===== src/rtl/softmax_cross_entropy_bpp_defines.svh =====
// Assertion macros used by the top-level module.
`ifndef SOFTMAX_CROSS_ENTROPY_BPP_DEFINES_SVH
`define SOFTMAX_CROSS_ENTROPY_BPP_DEFINES_SVH

// Checks that an antecedent implies a consequent in the same cycle.
`define SCE_ASSERT_IMPLY(label, clk, rst_n, ante, cons) \
    label: assert property (@(posedge clk) disable iff (!rst_n) (ante) |-> (cons)) \
        else $error("assertion failed");

// Checks that an antecedent implies a consequent in the following cycle.
`define SCE_ASSERT_NEXT(label, clk, rst_n, ante, cons) \
    label: assert property (@(posedge clk) disable iff (!rst_n) (ante) |=> (cons)) \
        else $error("assertion failed");

`endif


===== src/rtl/sce_pkg.sv =====
`default_nettype none
package sce_pkg;
    localparam int MaxClasses = 256;
    localparam logic [63:0] Mask48 = 64'hFFFF_FFFF_FFFF;
    localparam logic [63:0] OneQ30 = 64'd1073741824;
    localparam logic [16:0] Log2eQ16 = 17'd94548;

    localparam logic [1:0] REG_POINTS = 2'd0;
    localparam logic [1:0] REG_CLASSES = 2'd1;

    typedef struct packed {
        logic signed [15:0] logit;
        logic [7:0]         target_class;
        logic               last_row;
    } t_in;

    typedef struct packed {
        logic [31:0] row_bits;
        logic [47:0] total_bits;
        logic [31:0] bits_per_point;
        logic        zero_prob;
        logic        done_res;
    } t_out;

    typedef struct packed {
        logic        start;
        logic [2:0]  op;
        logic [63:0] a;
        logic [63:0] b;
    } t_alu_req;

    localparam logic [2:0] OP_MUL = 3'd0;
    localparam logic [2:0] OP_DIV = 3'd1;

    function automatic logic [31:0] exp_coef(input logic [2:0] k);
        logic [31:0] c;
        case (k)
            3'd0: c = 32'd744261118;
            3'd1: c = 32'd257941248;
            3'd2: c = 32'd59597083;
            3'd3: c = 32'd10327388;
            3'd4: c = 32'd1431680;
            3'd5: c = 32'd165394;
            3'd6: c = 32'd16378;
            default: c = 32'd0;
        endcase
        return c;
    endfunction
endpackage
`default_nettype wire


===== src/rtl/sce_alu.sv =====
`default_nettype none
// Shared unit: a registered 32x32 multiply, or a restoring divide of a
// 48-bit dividend by a 24-bit divisor at one quotient bit per cycle.
module sce_alu (
    input  wire logic            i_clk,
    input  wire logic            i_rst_n,
    input  wire sce_pkg::t_alu_req i_req,
    output logic                 o_done,
    output logic [63:0]          o_res
);
    logic [5:0]  r_cnt, n_cnt;
    logic        r_busy, n_busy;
    logic        r_done, n_done;
    logic [47:0] r_quo, n_quo;
    logic [24:0] r_rem, n_rem;
    logic [23:0] r_div, n_div;
    logic [63:0] r_res, n_res;
    logic [24:0] w_sh;

    always_comb begin
        n_cnt = r_cnt; n_busy = r_busy; n_done = 1'b0; n_quo = r_quo;
        n_rem = r_rem; n_div = r_div; n_res = r_res;
        w_sh = {r_rem[23:0], r_quo[47]};
        if (i_req.start && i_req.op == sce_pkg::OP_MUL) begin
            n_res = {32'd0, i_req.a[31:0]} * {32'd0, i_req.b[31:0]};
            n_done = 1'b1;
        end else if (i_req.start) begin
            n_quo = i_req.a[47:0]; n_div = i_req.b[23:0];
            n_rem = '0; n_cnt = 6'd48; n_busy = 1'b1;
        end else if (r_busy) begin
            n_quo = {r_quo[46:0], 1'b0};
            if (w_sh >= {1'b0, r_div}) begin
                n_rem = w_sh - {1'b0, r_div};
                n_quo[0] = 1'b1;
            end else begin
                n_rem = w_sh;
            end
            n_cnt = r_cnt - 6'd1;
            if (r_cnt == 6'd1) begin
                n_busy = 1'b0; n_done = 1'b1;
                n_res = {16'd0, n_quo};
            end
        end
    end

    always_ff @(posedge i_clk) begin
        if (!i_rst_n) begin
            r_busy <= 1'b0; r_done <= 1'b0; r_cnt <= '0;
        end else begin
            r_busy <= n_busy; r_done <= n_done; r_cnt <= n_cnt;
        end
        r_quo <= n_quo; r_rem <= n_rem; r_div <= n_div; r_res <= n_res;
    end

    assign o_done = r_done;
    assign o_res  = r_res;
endmodule
`default_nettype wire


===== src/rtl/softmax_cross_entropy_bpp.sv =====
// Channel   Direction  Handshake                 Payload
// in        input      i_in_valid / o_in_ready   i_in  (sce_pkg::t_in)
// out       output     o_out_valid / i_out_ready o_out (sce_pkg::t_out)
// cfg       input      i_cfg_we                  i_cfg_index, i_cfg_data
// One logit transaction issues eight multiplies on the shared unit, each
// result captured in a wait state, and then scales the exp in S_EXPF.
// A row end adds a log2 pass of 16 squarings for the exp sum, and one for
// a nonzero target exp; the last row adds a divide if points is nonzero.
// Synchronous active-low reset clears FSM and sums, and presets config.
// A waiting result holds the block until it is taken.
`default_nettype none
`include "softmax_cross_entropy_bpp_defines.svh"
module softmax_cross_entropy_bpp (
    input  wire logic          i_clk,
    input  wire logic          i_rst_n,
    input  wire logic          i_in_valid,
    output logic               o_in_ready,
    input  wire sce_pkg::t_in  i_in,
    output logic               o_out_valid,
    input  wire logic          i_out_ready,
    output sce_pkg::t_out      o_out,
    input  wire logic          i_cfg_we,
    input  wire logic [1:0]    i_cfg_index,
    input  wire logic [23:0]   i_cfg_data
);
    localparam logic [3:0] S_IDLE = 4'd0, S_YMUL = 4'd1, S_HORN = 4'd2,
        S_HWAIT = 4'd3, S_EXPF = 4'd4, S_LSTART = 4'd5, S_LSQ = 4'd6,
        S_LWAIT = 4'd7, S_ROW = 4'd8, S_DIVW = 4'd9, S_OUT = 4'd10;

    logic [3:0]  r_st, n_st;
    logic [23:0] r_points;
    logic [8:0]  r_classes;
    logic [8:0]  r_col, n_col;
    logic [47:0] r_esum, n_esum;
    logic [31:0] r_texp, n_texp;
    logic [47:0] r_ent, n_ent;
    sce_pkg::t_in r_item, n_item;
    logic [63:0] r_p, n_p;
    logic [2:0]  r_k, n_k;
    logic        r_last_mul, n_last_mul;
    logic signed [8:0] r_n, n_n;
    logic [15:0] r_f, n_f;
    logic [63:0] r_m, n_m;
    logic [15:0] r_frac, n_frac;
    logic [4:0]  r_i, n_i;
    logic        r_lsel, n_lsel;
    logic [21:0] r_ls, n_ls;
    logic [31:0] r_rb, n_rb;
    logic        r_zero, n_zero;
    logic [31:0] r_bpp, n_bpp;
    sce_pkg::t_out r_out, n_out;
    logic        r_ov, n_ov;
    sce_pkg::t_alu_req w_req;
    logic        w_adone;
    logic [63:0] w_ares;
    logic [8:0]  w_count;
    logic [63:0] w_yo, w_sq, w_r, w_e, w_src, w_sum, w_ent;
    logic [5:0]  w_k;
    logic [21:0] w_lt, w_lv;

    sce_alu u_alu (.i_clk(i_clk), .i_rst_n(i_rst_n), .i_req(w_req),
        .o_done(w_adone), .o_res(w_ares));

    assign w_count = (r_classes == 9'd0) ? 9'd1 :
        (r_classes > 9'(sce_pkg::MaxClasses)) ? 9'(sce_pkg::MaxClasses) : r_classes;

    always_comb begin
        w_k = 6'd0;
        w_src = r_lsel ? {32'd0, r_texp} : {16'd0, r_esum};
        for (int j = 0; j < 48; j++) begin
            if (w_src[j]) w_k = 6'(j);
        end
    end

    always_comb begin
        n_st = r_st; n_col = r_col; n_esum = r_esum; n_texp = r_texp;
        n_ent = r_ent; n_item = r_item; n_p = r_p; n_k = r_k;
        n_last_mul = r_last_mul; n_n = r_n; n_f = r_f; n_m = r_m;
        n_frac = r_frac; n_i = r_i; n_lsel = r_lsel; n_ls = r_ls;
        n_rb = r_rb; n_zero = r_zero; n_bpp = r_bpp; n_out = r_out; n_ov = r_ov;
        w_req = '0; w_yo = '0; w_sq = '0; w_r = '0; w_e = '0;
        w_sum = '0; w_ent = '0; w_lt = '0; w_lv = '0;
        if (r_ov && i_out_ready) n_ov = 1'b0;
        case (r_st)
            S_IDLE: begin
                if (i_in_valid) begin
                    n_item = i_in;
                    w_req.start = 1'b1; w_req.op = sce_pkg::OP_MUL;
                    w_req.a = 64'(unsigned'(32'(signed'(i_in.logit) + 32'sd32768)));
                    w_req.b = {47'd0, sce_pkg::Log2eQ16};
                    n_st = S_YMUL;
                end
            end
            S_YMUL: begin
                if (w_adone) begin
                    // (logit + 32768) * c = logit * c + 32768 * c; remove the bias.
                    w_yo = w_ares - (64'd32768 * 64'd94548) + (64'd256 << 24);
                    n_n = 9'(signed'({1'b0, w_yo[32:24]}) - 10'sd256);
                    n_f = w_yo[23:8];
                    n_p = {32'd0, sce_pkg::exp_coef(3'd6)};
                    n_k = 3'd5; n_last_mul = 1'b0;
                    n_st = S_HORN;
                end
            end
            S_HORN: begin
                w_req.start = 1'b1; w_req.op = sce_pkg::OP_MUL;
                w_req.a = r_p; w_req.b = {48'd0, r_f};
                n_st = S_HWAIT;
            end
            S_HWAIT: begin
                if (w_adone) begin
                    if (r_last_mul) begin
                        n_p = sce_pkg::OneQ30 + (w_ares >> 16);
                        n_st = S_EXPF;
                    end else begin
                        n_p = {32'd0, sce_pkg::exp_coef(r_k)} + (w_ares >> 16);
                        if (r_k == 3'd0) n_last_mul = 1'b1;
                        else n_k = r_k - 3'd1;
                        n_st = S_HORN;
                    end
                end
            end
            S_EXPF: begin
                w_r = r_p;
                if (r_n >= 9'sd16) w_e = 64'hFFFF_FFFF;
                else if (r_n >= 9'sd14) begin
                    w_e = w_r << r_n[0];
                    if (w_e > 64'hFFFF_FFFF) w_e = 64'hFFFF_FFFF;
                end else if (r_n <= -9'sd49) w_e = 64'd0;
                else w_e = w_r >> 6'(9'sd14 - r_n);
                w_sum = {16'd0, r_esum} + w_e;
                n_esum = (w_sum > sce_pkg::Mask48) ? 48'hFFFF_FFFF_FFFF : w_sum[47:0];
                if ({1'b0, r_item.target_class} == r_col) n_texp = w_e[31:0];
                if (r_col + 9'd1 < w_count) begin
                    n_col = r_col + 9'd1;
                    n_st = S_IDLE;
                end else begin
                    n_lsel = 1'b0;
                    n_st = S_LSTART;
                end
            end
            S_LSTART: begin
                if (r_lsel && r_texp == 32'd0) n_st = S_ROW;
                else begin
                    n_m = (w_k > 6'd30) ? (w_src >> (w_k - 6'd30))
                        : (w_src << (6'd30 - w_k));
                    n_frac = '0; n_i = 5'd0;
                    n_st = S_LSQ;
                end
            end
            S_LSQ: begin
                w_req.start = 1'b1; w_req.op = sce_pkg::OP_MUL;
                w_req.a = r_m; w_req.b = r_m;
                n_st = S_LWAIT;
            end
            S_LWAIT: begin
                if (w_adone) begin
                    w_sq = w_ares >> 30;
                    if (w_sq >= (sce_pkg::OneQ30 << 1)) begin
                        n_m = w_sq >> 1; n_frac = {r_frac[14:0], 1'b1};
                    end else begin
                        n_m = w_sq; n_frac = {r_frac[14:0], 1'b0};
                    end
                    if (r_i == 5'd15) begin
                        w_lv = {w_k, n_frac};
                        if (!r_lsel) begin
                            n_ls = w_lv; n_lsel = 1'b1; n_st = S_LSTART;
                        end else begin
                            n_ls = w_lv; n_st = S_ROW;
                        end
                    end else begin
                        n_i = r_i + 5'd1; n_st = S_LSQ;
                    end
                    // Keep the sum's log while the target's log is formed.
                    if (r_i == 5'd15 && r_lsel) n_ls = r_ls;
                    if (r_i == 5'd15 && r_lsel) n_rb = (r_ls > w_lv) ?
                        32'(r_ls - w_lv) : 32'd0;
                end
            end
            S_ROW: begin
                n_zero = (r_texp == 32'd0);
                if (r_texp == 32'd0) begin
                    n_rb = 32'hFFFF_FFFF; n_ent = 48'hFFFF_FFFF_FFFF;
                end else begin
                    w_ent = {16'd0, r_ent} + {32'd0, r_rb};
                    n_ent = (w_ent > sce_pkg::Mask48) ? 48'hFFFF_FFFF_FFFF : w_ent[47:0];
                end
                n_bpp = 32'd0;
                if (r_item.last_row && r_points != 24'd0) begin
                    w_req.start = 1'b1; w_req.op = sce_pkg::OP_DIV;
                    w_req.a = {16'd0, n_ent}; w_req.b = {40'd0, r_points};
                    n_st = S_DIVW;
                end else begin
                    if (r_item.last_row) n_bpp = 32'hFFFF_FFFF;
                    n_st = S_OUT;
                end
            end
            S_DIVW: begin
                if (w_adone) begin
                    n_bpp = (w_ares[47:32] != 16'd0) ? 32'hFFFF_FFFF : w_ares[31:0];
                    n_st = S_OUT;
                end
            end
            S_OUT: begin
                if (!r_ov) begin
                    n_ov = 1'b1;
                    n_out.row_bits = r_rb; n_out.total_bits = r_ent;
                    n_out.bits_per_point = r_bpp;
                    n_out.zero_prob = r_zero; n_out.done_res = r_item.last_row;
                    n_col = '0; n_esum = '0; n_texp = '0;
                    if (r_item.last_row) n_ent = '0;
                    n_st = S_IDLE;
                end
            end
            default: n_st = S_IDLE;
        endcase
    end

    always_ff @(posedge i_clk) begin
        if (!i_rst_n) begin
            r_st <= S_IDLE; r_ov <= 1'b0; r_col <= '0; r_esum <= '0;
            r_texp <= '0; r_ent <= '0; r_points <= 24'd1; r_classes <= 9'd256;
        end else begin
            r_st <= n_st; r_ov <= n_ov; r_col <= n_col; r_esum <= n_esum;
            r_texp <= n_texp; r_ent <= n_ent;
            if (i_cfg_we && i_cfg_index == sce_pkg::REG_POINTS) r_points <= i_cfg_data;
            if (i_cfg_we && i_cfg_index == sce_pkg::REG_CLASSES)
                r_classes <= i_cfg_data[8:0];
        end
        r_item <= n_item; r_p <= n_p; r_k <= n_k; r_last_mul <= n_last_mul;
        r_n <= n_n; r_f <= n_f; r_m <= n_m; r_frac <= n_frac; r_i <= n_i;
        r_lsel <= n_lsel; r_ls <= n_ls; r_rb <= n_rb; r_zero <= n_zero;
        r_bpp <= n_bpp; r_out <= n_out;
    end

    assign o_in_ready  = (r_st == S_IDLE);
    assign o_out_valid = r_ov;
    assign o_out       = r_out;

    `SCE_ASSERT_IMPLY(a_col_range, i_clk, i_rst_n, 1'b1, r_col < 9'(sce_pkg::MaxClasses))
    `SCE_ASSERT_NEXT(a_accept_leaves_idle, i_clk, i_rst_n, i_in_valid && o_in_ready, r_st == S_YMUL)
    `SCE_ASSERT_IMPLY(a_zero_saturates, i_clk, i_rst_n, o_out_valid && o_out.zero_prob, o_out.row_bits == 32'hFFFF_FFFF)
endmodule
`default_nettype wire


===== config.mk =====
export PLATFORM = sky130hd
export DESIGN_NAME = softmax_cross_entropy_bpp
export DESIGN_NICKNAME = d
export VERILOG_FILES = /design/src/rtl/sce_pkg.sv /design/src/rtl/sce_alu.sv /design/src/rtl/softmax_cross_entropy_bpp.sv
export VERILOG_INCLUDE_DIRS = /design/src /design/src/rtl
export SDC_FILE = /design/constraint.sdc
export NUM_CORES = 2
export LEC_CHECK = 0
export BUFFER_PORTS_ARGS = -buffer_cell sky130_fd_sc_hd__buf_4
export CORE_UTILIZATION = 60
export CTS_CLUSTER_DIAMETER = 60
export DETAILED_ROUTE_END_ITERATION = 12
export PLACE_DENSITY = 0.77
export SLEW_MARGIN = 10
export SYNTH_ARGS = -nofsm -noshare
export SYNTH_HDL_FRONTEND = slang
export SYNTH_SLANG_ARGS = --single-unit

===== constraint.sdc =====
create_clock -name i_clk -period 13.15 [get_ports i_clk]
set_input_delay 2.63 -clock i_clk [delete_from_list [all_inputs] [get_ports i_clk]]
set_output_delay 2.63 -clock i_clk [all_outputs]
set_load 0.1 [all_outputs]

# --- Word-level counts from Yosys, hierarchy flattened ---
# Index checks and enable logic that the tools add are counted.
word_totals:
  regBits: 731
  in_bits: 56
  output_inout_bits: 116
classes:
  add_sub_neg: 17
  multipliers: 1
  order_cmp: 12
  eq_ne: 38
  shifts: 4
  muxes: 154
  n_bitwise: 3
  n_reduce_logical: 44
op_table:
  columns: ["cell", "n"]
  rows:
  - ["$mux 64", 14]
  - ["$pmux 132 s4", 1]
  - ["$mux 48", 9]
  - ["$mux 32", 13]
  - ["$mux 132", 2]
  - ["$mux 6", 44]
  - ["$pmux 64 s2", 2]
  - ["$pmux 30 s7", 1]
  - ["$pmux 32 s2", 3]
  - ["$pmux 48 s2", 2]
  - ["$mux 22", 3]
  - ["$add 48x64->64", 1]
  - ["$gt 64x32->1 const B", 1]
  - ["$gt 64x48->1 const B", 1]
  - ["$mul 32x32->64", 1]
  - ["$shl 48x6->64", 1]
  - ["$shl 64x1->64", 1]
  - ["$shr 48x6->64", 1]
  - ["$shr 64x6->64", 1]
  - ["$add 31x48->49 const A", 1]
  - ["$add 32x48->49", 1]
  - ["$add 48x32->49", 1]
  - ["$gt 49x48->1 const B", 1]
  - ["$mux 49", 1]
  - ["64 further kinds", 166]

# --- Logic depth before layout (Yosys ltp) ---
depth:
  depth_word: 56
  depth_mapped: 45

# --- Cells and area by module ---
# Synthesis repeated with hierarchy kept, for this count alone.
unflattened:
  hier_cells: 9020
  hier_area_um2: 81493.2
by_module_without_submodules:
  columns: ["mod", "n_inst", "cells_per_inst", "area_per_inst_um2", "seq_area_each_um2"]
  rows:
  - ["sce_alu", 1, 4398, 41508.6, 4964.8]
  - ["softmax_cross_entropy_bpp", 1, 4622, 39984.6, 14163.6]

# --- Worst setup path before layout ---
# No wires, ideal clock.
synth_path:
  kind: "reg2reg"
  startpoint: "register r_st[0]"
  endpoint: "register u_alu.r_res[63] (netlist: u_alu.o_res[63]) (data pin)"
  arrival_time_ns: 11.496
  required_ns: 12.998
  path_slack_ns: 1.502
  stages_incl_launch_ff: 37
  n_path_buf: 3
  synth_period_minus_slack_ns: 11.648
  cell_sequence: "dfxtp_1 clkbuf_1 inv_1 nand2_1 nor3_1 nand2_1 clkinv_1 buf_1 nand2_1 nand2_1 a21oi_1 clkbuf_1 nor2_1 fa_1 fa_1 fa_1 inv_1 fa_1 inv_1 fa_1 ha_1 fa_1 inv_1 fa_1 inv_1 ha_1 a21o_1 a211oi_1 o211a_1 a211o_1 a211oi_1 o2111ai_1 nand2_1 a221oi_1 o311ai_0 a2111o_1 o21ai_0"
synth_via:
  elab_chain_cells: 5
  word_cells_on_any_way: 9
  classes_between: "mul (1); eq/ne (3); mux (2); reduce/logical (3)"
synth_rtl:
  columns: ["element", "line", "source"]
  rows:
  - ["start: declaration", "softmax_cross_entropy_bpp.sv:30", "logic [3:0] r_st, n_st;"]
  - ["start signal: assignment", "softmax_cross_entropy_bpp.sv:224", "r_st <= n_st; r_ov <= n_ov; r_col <= n_col; r_esum <= n_esum;"]
  - ["$logic_not 4->1 *", null, null]
  - ["net o_in_ready", "softmax_cross_entropy_bpp.sv:17", "output logic o_in_ready,"]
  - ["$pmux 132 s4 *", "softmax_cross_entropy_bpp.sv:84", "case (r_st)"]
  - ["parallel branches: the longest is 2 deep, another holds $mul 32x32->64", null, null]
  - ["$mux 64 *", "sce_alu.sv:24", "if (i_req.start && i_req.op == sce_pkg::OP_MUL) begin"]
  - ["end signal: assignment", "sce_alu.sv:52", "r_quo <= n_quo; r_rem <= n_rem; r_div <= n_div; r_res <= n_res;"]
  - ["end: declaration", "sce_alu.sv:17", "logic [63:0] r_res, n_res;"]
# Mark *: on every way through the listed nets, which the timed path passes.
# A chain may end at the register's enable or synchronous reset.

# --- Worst setup path after layout ---
layout_path:
  startpoint: "register r_rb[0]"
  endpoint: "register u_alu.r_res[60] (netlist: u_alu.o_res[60]) (data pin)"
layout_via:
  elab_chain_cells: 8
layout_rtl:
  columns: ["element", "line", "source"]
  rows:
  - ["start: declaration", "softmax_cross_entropy_bpp.sv:48", "logic [31:0] r_rb, n_rb;"]
  - ["start signal: assignment", "softmax_cross_entropy_bpp.sv:232", "r_lsel <= n_lsel; r_ls <= n_ls; r_rb <= n_rb; r_zero <= n_zero;"]
  - ["$add 48x32->49 *", "softmax_cross_entropy_bpp.sv:185", "w_ent = {16'd0, r_ent} + {32'd0, r_rb};"]
  - ["$gt 49x48->1", "softmax_cross_entropy_bpp.sv:186", "n_ent = (w_ent > sce_pkg::Mask48) ? 48'hFFFF_FFFF_FFFF : w_ent[47:0];"]
  - ["$mux 48 *", "softmax_cross_entropy_bpp.sv:186", null]
  - ["$mux 48 *", "softmax_cross_entropy_bpp.sv:182", "if (r_texp == 32'd0) begin"]
  - ["$mux 132 *", "softmax_cross_entropy_bpp.sv:189", "if (r_item.last_row && r_points != 24'd0) begin"]
  - ["$pmux 132 s4 *", "softmax_cross_entropy_bpp.sv:84", null]
  - ["$mul 32x32->64 *", "sce_alu.sv:25", "n_res = {32'd0, i_req.a[31:0]} * {32'd0, i_req.b[31:0]};"]
  - ["$mux 64 *", "sce_alu.sv:24", null]
# Every way passes the cells marked *; elsewhere a longest branch is shown, timed or not.

==> flow_summary_export.csv <==
group,metric,value,unit
clocking,cts_max_level,3,
route,drcViolationCount,0,
synth,async_flop_share,0,%
layout,final_cell_mix,"nand2_1 (1253), inv_1 (1150), nor2_1 (954), fa_1 (901), edfxtp_1 (499)",
timing,setup_tns,0,ns
floorplanning,io_pins,172,
timing,fmax,79.2,MHz
worst_setup_path,crit_slowest_cell,"o21ai_1",
min_path,hold_path_end,"o_out[8]",
timing,final.setup.worst_slack,0.517,ns
worst_setup_path,r2r-end,"u_alu.o_res[60]",
outcome,status,"finished clean",
layout,final_cells,10900,
worst_setup_path,slowest_delay,0.80,ns
timing,setup_viol,0,
pwr,cellPowerDensity,132,nW/µm²
layout,area_delta_synth_final,8.60,%
min_path,hold_start,"r_bpp[6]",
timing,period_minus_slack,12.63,ns
synth,synthesis.area,79600,µm²
clocking,clock_latency,0.73,ns
clocking,hold_buffers,0,
timing,whs,0.423,ns
synth,ys_seq_elements,682,
timing,finClkSkew,0.0332,ns
synth,yosys-top-cells-area,"fa_1 (23%), edfxtp_1 (19%), ha_1 (7.0%)",
floorplanning,die_width,366,µm
worst_setup_path,cp_data_arrival_time,13.11,ns
pwr,switching_share,47.4,%
clocking,clock-sinks,682,
pwr,irDropWorstVdd,0.000140,V
worst_setup_path,startpoint,"r_rb[0]",
synth,synth-edff-count,499,
synth,synthCells,9064,
route,drt-total-wl,318000,µm
timing,finalHoldViolations,0,
route,ant_nets,0,
clocking,post_cts_buffers,0,
route,num_vias,72700,
floorplanning,start_util,60.5,%
placement,post-place-cells,10800,
worst_setup_path,end_kind,"register",
worst_setup_path,start_kind,"register",
pwr,power.total,0.0114,W
pwr,combinationalPowerShare,51.8,%
pwr,seqPwrFrac,25.1,%
min_path,hold_path.class,"register to register",
worst_setup_path,cp_common_cell,"fa_1",
synth,synth_top_area_cell,"fa_1",
worst_setup_path,cp.required,13.62,ns
synth,ys_types,102,
global_route,grt_pass1_wl,464000,µm
global_route,antenna_found_initial,16,
synth,synth.top_cell.area_share,22.7,%
synth,synthFlopType,"edfxtp_1",
pwr,switchingPower,0.00542,W
clocking,cts_tree,"done",
synth,avgSynthCellArea,8.78,µm²
global_route,grt_max_degree,90,
clocking,cts_root_buffer,"clkbuf_16",
floorplanning,core,132000,µm²
route,wl_per_cell,29.1,µm
timing,worst_pin_slew,1.37,ns
min_path,hold_depth,0,
timing,drv_slew,0,
layout,drive_above_1_share,8.98,%
worst_setup_path,critical_path_class,"register to register",
route,vias_per_cell,6.65,
pwr,intPower,0.00602,W
worst_setup_path,reg2reg_depth,41,
job,maxCapViolations,0,
worst_setup_path,crit_buf_inv,9,
timing,rsz0062_at_grt,"false",
layout,final_nets,10500,
clocking,cts_made_buffers,90,
floorplanning,die_y,366,µm
worst_setup_path,reg2reg_from,"r_rb[0]",
timing,period_share,96.1,%
route,drt-initial-drc-count,10500,
clocking,ctsResizeCount,0,
synth,syn_nets,10500,
worst_setup_path,regToRegSetupSlack,0.52,ns
global_route,grt.total_usage,47.0,%
floorplanning,rows,133,
pwr,p_clk_share,23.1,%
clocking,clkTransAtPathRegs,0.06,ns
placement,dpl.hpwl,250000,µm
placement,post-place-ws,0.832,ns
floorplanning,die_area,134000,µm²
route,dr.pass1.iters,9,
synth,ys_warn_count,0,
worst_setup_path,crit_family,"adder cells",
worst_setup_path,critPathMaxFanout,26,
clocking,clock_path_buffers,3,
synth,yosysSeqAreaShare,23.4,%
timing,max_slew_margin,6.27,%
placement,port_buffers,171,
layout,final_common_cell,"nand2_1",
placement,gp_congestion,1.07,
global_route,gr-total-overflow,0,
pwr,leakage,38.3,nW
global_route,grt_pass1_vias,70500,
## power by group through the flow
stage	Clock, W	Sequential (W)	Combinational [W]
floorplan	0	0.00273	0.00379
global placement	0	0.00289	0.00563
detailed placement	0	0.00289	0.00569
CTS	0.00265	0.00285	0.00573
global route	0.00272	0.00287	0.00638
finish	0.00264	0.00288	0.00592
## final cells by class
cell class	count	area, µm²
diodes	9	22.5
fillers	10900	45200
flip-flops and latches	682	18600
clock buffers	111	2410
inverters	1171	4410
multi-input cells	6718	54800
well taps	1755	2200
clock inverters	59	774
repair buffers	427	3220
## worst max-delay path by stage
| stage | depth (start not counted) | endpoint | slack, ns |
|---|---|---|---|
| 2_1_floorplan | 36 | u_alu.o_res[63] | 1.50 |
| 3_3_place_gp | 32 | u_alu.o_res[63] | 0.95 |
| 3_5_place_dp | 34 | u_alu.o_res[60] | 0.83 |
| 4_1_cts | 41 | u_alu.o_res[60] | 0.94 |
| 5_1_grt | 41 | u_alu.o_res[60] | 0.15 |
| 6_report | 41 | u_alu.o_res[60] | 0.52 |
## Yosys cell counts (all sizes together) (68+ instances only)
cell type	n
nor2	959
mux2i	236
fa	901
ha	444
nand2	1254
dfxtp	183
o21ai	468
edfxtp	499
nor3	119
buf	93
a21o	111
inv	1157
a211oi	110
a22oi	68
xor2	78
nand3	164
xnor2	157
a21oi	462
clkbuf	400
and2	106
mux2	84
## cell families (layout without fill, tap and decap cells)
kind of cell / after synthesis / in the layout / share of synthesized area, %
simple gates: 2997 / 2997 / 16.3
compound gates: 1769 / 1769 / 14.3
buf+inv: 1664 / 1768 / 8.10
fa+ha+maj: 1345 / 1345 / 29.6
flops: 682 / 682 / 23.4
mux: 372 / 372 / 5.64
xor+xnor: 235 / 235 / 2.65
other cells: 0 / 9 / 0
## flip-flops by register name (all words and copies together), names as in the netlist, 48 cells and up
register     count
u_alu.r_quo     48
r_ent           48
o_out          105
u_alu.o_res     64
r_p             49
r_m             48
r_esum          48
## per-layer routing
metal | share of wire, % | wire length, µm | GRT usage [%]
met5 | 0.033 | 105 | 0
met4 | 6.8 | 21600 | 25.8
met2 | 41 | 131000 | 66.7
met1 | 37 | 117000 | 62.3
met3 | 15 | 49100 | 17.3
## worst register-to-register path: cells and delay by family, from the launching register on
kind,cells,cell delay (ns)
compound gates,15,4.14
fa+ha+maj,11,5.08
buf+inv,9,1.20
flops,1,0.48
simple gates,6,1.47
## metrics by stage
step | instance area (µm²) | utilization [%]
finish | 86500 | 65.7
global route | 86400 | 65.7
CTS | 86400 | 65.7
detailed placement | 83200 | 63.2
global placement | 83200 | 63.2
floorplan | 79600 | -
Power figures use the tool's default switching activity.
